### src/hdl/bfw_pkg.sv
// ----------------------------------------------------------------------------
// bfw_pkg
// Shared types and codes for the windowed bilateral filter.
// ----------------------------------------------------------------------------
package bfw_pkg;

   localparam int CHANNELS  = 3;
   localparam int DIV_STEPS = 8;

   localparam logic [1:0] ACT_PIXEL   = 2'd0;
   localparam logic [1:0] ACT_COLOUR  = 2'd1;
   localparam logic [1:0] ACT_SPATIAL = 2'd2;

   localparam logic REG_IMAGE_WIDTH = 1'b0;

   localparam logic [10:0] IMAGE_WIDTH_RESET = 11'd640;

   typedef logic [CHANNELS-1:0][7:0] pixel_type;

   typedef enum logic [2:0] {
      ST_IDLE,
      ST_FETCH,
      ST_MAC,
      ST_DIV,
      ST_HOLD
   } seq_state_type;

   typedef struct packed {
      logic rd;
      logic upd;
      logic above;
   } win_ctl_type;

   typedef struct packed {
      logic clear;
      logic tap_valid;
      logic div_load;
      logic div_step;
   } lane_ctl_type;

endpackage

### src/hdl/bfw_channels.sv


interface bfw_rsp_if;
   logic        valid;
   logic        ready;
   logic [11:0] out_row;
   logic [9:0]  out_col;
   logic [7:0]  blue_out;
   logic [7:0]  green_out;
   logic [7:0]  red_out;

   modport source (output valid, out_row, out_col, blue_out, green_out, red_out,
                   input ready);
   modport sink (input valid, out_row, out_col, blue_out, green_out, red_out,
                 output ready);
endinterface

### src/hdl/bfw_merge.sv
// ----------------------------------------------------------------------------
// bfw_merge
// Gathers the three lane results with the centre coordinates into the
// output register.
// ----------------------------------------------------------------------------
module bfw_merge
   import bfw_pkg::*;
(
   input  logic          clock,
   input  logic          reset,
   input  logic          load,
   input  logic [11:0]   row,
   input  logic [9:0]    col,
   input  pixel_type     values,
   output logic          busy,
   bfw_rsp_if.source     rsp_if
);

   logic        valid_ff;
   logic        valid_in;
   logic [11:0] row_ff;
   logic [9:0]  col_ff;
   pixel_type   values_ff;

   assign busy     = valid_ff && !rsp_if.ready;
   assign valid_in = load || busy;

   always_ff @(posedge clock) begin
      if (reset) begin
         valid_ff <= 1'b0;
      end else begin
         valid_ff <= valid_in;
      end
   end

   always_ff @(posedge clock) begin
      if (load) begin
         row_ff    <= row;
         col_ff    <= col;
         values_ff <= values;
      end
   end

   assign rsp_if.valid     = valid_ff;
   assign rsp_if.out_row   = row_ff;
   assign rsp_if.out_col   = col_ff;
   assign rsp_if.blue_out  = values_ff[0];
   assign rsp_if.green_out = values_ff[1];
   assign rsp_if.red_out   = values_ff[2];

endmodule

### src/flat_wrapper.sv
// flat-port wrapper written by rule: the top's interface ports become plain ports
module bfw_merge_flat import bfw_pkg::*;
  (clock, reset, load, row, col, values, busy, rsp_if_valid, rsp_if_out_row, rsp_if_out_col, rsp_if_blue_out, rsp_if_green_out, rsp_if_red_out, rsp_if_ready);
  bfw_rsp_if rsp_if_i ();
  input  logic clock;
  input  logic reset;
  input  logic load;
  input  logic [11:0] row;
  input  logic [9:0] col;
  input  pixel_type values;
  output logic busy;
  output wire logic [$bits(rsp_if_i.valid)-1:0] rsp_if_valid;
  output wire logic [$bits(rsp_if_i.out_row)-1:0] rsp_if_out_row;
  output wire logic [$bits(rsp_if_i.out_col)-1:0] rsp_if_out_col;
  output wire logic [$bits(rsp_if_i.blue_out)-1:0] rsp_if_blue_out;
  output wire logic [$bits(rsp_if_i.green_out)-1:0] rsp_if_green_out;
  output wire logic [$bits(rsp_if_i.red_out)-1:0] rsp_if_red_out;
  input wire logic [$bits(rsp_if_i.ready)-1:0] rsp_if_ready;
  assign rsp_if_valid = rsp_if_i.valid;
  assign rsp_if_out_row = rsp_if_i.out_row;
  assign rsp_if_out_col = rsp_if_i.out_col;
  assign rsp_if_blue_out = rsp_if_i.blue_out;
  assign rsp_if_green_out = rsp_if_i.green_out;
  assign rsp_if_red_out = rsp_if_i.red_out;
  assign rsp_if_i.ready = rsp_if_ready;
  bfw_merge u_core (.clock(clock), .reset(reset), .load(load), .row(row), .col(col), .values(values), .busy(busy), .rsp_if(rsp_if_i));
endmodule
### config.mk
export PLATFORM = sky130hd
export DESIGN_NAME = bfw_merge_flat
export DESIGN_NICKNAME = d
export VERILOG_FILES = /design/src/hdl/bfw_pkg.sv /design/src/hdl/bfw_channels.sv /design/src/hdl/bfw_merge.sv /design/src/flat_wrapper.sv
export SDC_FILE = /design/constraint.sdc
export NUM_CORES = 1
export LEC_CHECK = 0
export ABC_AREA = 1
export ABC_CLOCK_PERIOD_IN_PS = 800
export BUFFER_PORTS_ARGS = -buffer_cell sky130_fd_sc_hd__clkbuf_2
export CAP_MARGIN = 40
export CORE_MARGIN = 8
export CORE_UTILIZATION = 38
export CTS_BUF_LIST = sky130_fd_sc_hd__clkbuf_4
export CTS_CLUSTER_DIAMETER = 100
export DETAILED_ROUTE_END_ITERATION = 16
export PLACE_DENSITY = 0.85
export SETUP_SLACK_MARGIN = 0.05
export SLEW_MARGIN = 5
export SYNTH_ARGS = -nofsm -noshare
export SYNTH_HDL_FRONTEND = slang
export SYNTH_SLANG_ARGS = --single-unit
### constraint.sdc
create_clock -name clock -period 0.8 [get_ports clock]
set_input_delay 0.04 -clock clock [delete_from_list [all_inputs] [get_ports clock]]
set_output_delay 0.04 -clock clock [all_outputs]
set_load 0.05 [all_outputs]
Word-level counts from Yosys, hierarchy flattened
Cells that the tools add are included.
Storage, ports and cells
  register bits after elaboration: 47
  output and inout port bits: 48
Operators by class
  reductions and logical operators: 3
Operator list (number)
  $logic_and A1 B1 Y1: 1
  $logic_not A1 Y1: 1
  $logic_or A1 B1 Y1: 1

Longest topological paths before layout
  depth in word-level cells: 3
  depth in mapped cells: 3

Least setup slack after synthesis
OpenSTA, ideal clock, no wires.
  path kind: register to output
  start point: register u_core.valid_ff (netlist: u_core.rsp_if.valid)
  end point: output port busy
  path slack: -0.303 ns
  stages on the path, launching flop included: 3
  arrival: 1.063 ns
  path buffers: 0
  path through: dfxtp_1 > nand2_2 > inv_1
Between the ends
  longest elaborated chain between the ends: 1
RTL lines
  from (decl): line bfw_merge.sv:19  | logic valid_ff;
  from (signal assigned): line bfw_merge.sv:32  | valid_ff <= valid_in;
  $logic_and A1 B1 Y1: line bfw_merge.sv:25  | assign busy = valid_ff && !rsp_if.ready;
  to (decl): line flat_wrapper.sv:11  | output logic busy;
Every way passes these cells.

Worst setup path after layout
Same ends and word-level chain as after synthesis.

==> run_results.csv <==
group,metric,value,unit
floorplanning,initial_core_util,0.393,
clocking,path_clk_slew,0.15,ns
global_routing,grt_pass1_vias,1370,
worst_hold_path,min_path_type,"input port to register",
place,hpwl,2690,um
route,ant_nets,0,
route,wl_per_cell,21.7,um
timing,max_freq,0.904,GHz
global_routing,grt_use_total,0.177,
clocking,cts_root_buf,"clkbuf_4",
power,power_density,2020,nW/um^2
critical_path,worstSetupPathType,"register to output port",
timing,fin_crit_sh,1.38,
critical_path,r2r_start,"u_core.rsp_if.valid",
global_routing,grt_pass1_wl,7980,um
yosys,syn_area_per_cell,27.5,sq um
outcome,status,"finished, violations left",
worst_hold_path,min_path_cells,5,
final_layout,final_common_cell,"clkbuf_2",
outcome,violations,"negative setup slack",
global_routing,grt_max_degree,31,
timing,setup_viol,48,
final_layout,num-fill-cells,170,
clocking,insertion_delay,0.36,ns
critical_path,reg2reg_slack,0.05,ns
final_layout,seq_area,1410,sq um
final_layout,drive_above_1_share,0.543,
floorplanning,rows,22,
place,routabilityCongestion,0.689,
yosys,synth_warnings,0,
final_layout,multi_input_area,20.0,sq um
place,place_ws,0.0587,ns
timing,tightestPinTransition,0.169,ns
timing,report.final.slew_viol_count,0,
clocking,cts.sinks,47,
clocking,cts_made_buffers,5,
power,p_leak,1.30,nW
critical_path,arrival,1.07,ns
critical_path,worst_ep_required_time,0.76,ns
floorplanning,die_w,77.3,um
final_layout,syn_to_final_growth,114,%
clocking,htree_levels,2,
route,drt-total-wl,5570,um
timing,period_minus_slack,1.11,ns
route,drt_first_pass_iters,4,
critical_path,rr_worst_depth,3,
worst_hold_path,hp-start,"rsp_if_ready",
yosys,synth_area,1430,sq um
floorplanning,die_y,77.3,um
yosys,syn_inst,52,
flow_run,drv_cap,0,
yosys,ys_types,5,
global_routing,overflow,0,
yosys,syn_nets,102,
yosys,ys_seq_elements,47,
clocking,cts_tree,"done",
timing,finalWorstSetupSlack,-0.306,ns
place,io_buffers,97,
clocking,clock_path_buffers,2,
timing,hold_viol_final,0,
timing,relSlewSlack,0.888,
route,drcViolationCount,0,
timing,holdWs,0.0596,ns
route,vias,1158,
global_routing,antenna_found_initial,1,
floorplanning,boundaryPins,98,
critical_path,startpoint_type,"register",
critical_path,regToRegEndpoint,"u_core.rsp_if.valid",
final_layout,nets,257,
timing,fin_skew,0,ns
critical_path,crit_path_max_fanout,2,
yosys,synth-seq-area-share,0.982,
power,peakVddDrop,1180,uV
route,avgViaCountPerCell,4.51,
route,drtIter0Drc,88,
floorplanning,core,3630,sq um
floorplanning,fp.dieArea,5970,sq um
final_layout,final_cell_mix,"clkbuf_2, dlygate4sd3_1, edfxtp_1",
timing,rsz0062_at_grt,"yes",
critical_path,endpoint_kind,"output port",
worst_hold_path,min_to,"u_core.rsp_if.valid",
power,power,6.17,mW
synthesized netlist by cell type:
library cell  count  share of area
dfxtp_1           1          0.014
inv_1             3         0.0079
edfxtp_1         46           0.97
nand2_2           1         0.0044
a21oi_2           1         0.0061
registers in the layout (all words and copies together) (netlist names):
name                     flops
u_core.rsp_if.red_out        8
u_core.rsp_if.out_col       10
u_core.rsp_if.valid          1
u_core.rsp_if.out_row       12
u_core.rsp_if.blue_out       8
u_core.rsp_if.green_out      8
where the power goes:
group	switching [mW]	total [mW]	internal (mW)
clock	0.800	1.49	0.694
combinational	0.925	1.64	0.713
sequential	0.115	3.03	2.92
critical path, stage by stage (launching register included):
cell and delay, ns:
dfxtp_4 0.39, nand2_4 0.08, clkinvlp_4 0.08, buf_8 0.15
cell families after synthesis:
group                  synth area share
AO/OA/AOI/OAI                   0.00614
buffers and inverters           0.00789
flip-flops                        0.982
AND/OR/NAND/NOR                 0.00438
metrics by stage:
| stage | instance area [sq um] | util | cells | setup TNS, ns |
|---|---|---|---|---|
| 6_report | 3060 | 0.841 | 257 | -10.20 |
| 5_1_grt | 3060 | 0.841 | 257 | -11.63 |
| 4_1_cts | 3020 | 0.831 | 255 | -9.80 |
| 3_5_place_dp | 2030 | 0.558 | 199 | 0 |
| 3_3_place_gp | 2030 | 0.558 | 199 | 0 |
| 2_1_floorplan | 1440 | - | 52 | 0 |
worst max-delay path by stage:
stage                                    from    to  slack, ns  cells after the start
final                     u_core.rsp_if.valid  busy      -0.31                      3
after global routing      u_core.rsp_if.valid  busy      -0.34                      3
after CTS                 u_core.rsp_if.valid  busy      -0.30                      3
after detailed placement  u_core.rsp_if.valid  busy       0.06                      3
after global placement    u_core.rsp_if.valid  busy       0.06                      3
after floorplan           u_core.rsp_if.valid  busy       0.06                      2
cell type report:
cell class / count / area share
Inverter: 3 / 0.00491
Multi-Input combinational cell: 2 / 0.00655
Clock buffer: 6 / 0.0147
Timing Repair Buffer: 148 / 0.481
Antenna cell: 1 / 0.000819
Tap cell: 48 / 0.0197
Clock inverter: 2 / 0.0123
Sequential cell: 47 / 0.460
metal layers:
layer  vias to the layer above  global-route usage  share of wire  wire length [um]
li1                        513                   -              -                 -
met1                       552               0.179           0.37              2070
met2                        81               0.301           0.49              2740
met3                        12              0.0909           0.11               609
met4                         0              0.0698          0.029               159
met5                         -                   0              0                 0
repair_timing:
| action | in CTS | in global routing |
|---|---|---|
| hold buffers | 47 | 0 |
| pin swaps | 0 | 2 |
| setup endpoints to repair | 48 | 48 |
| setup buffers | 1 | 1 |
| resized for setup | 97 | 22 |
| endpoints found under the hold margin | 47 | 0 |
Note: power is estimated with default switching activity, not from simulation.
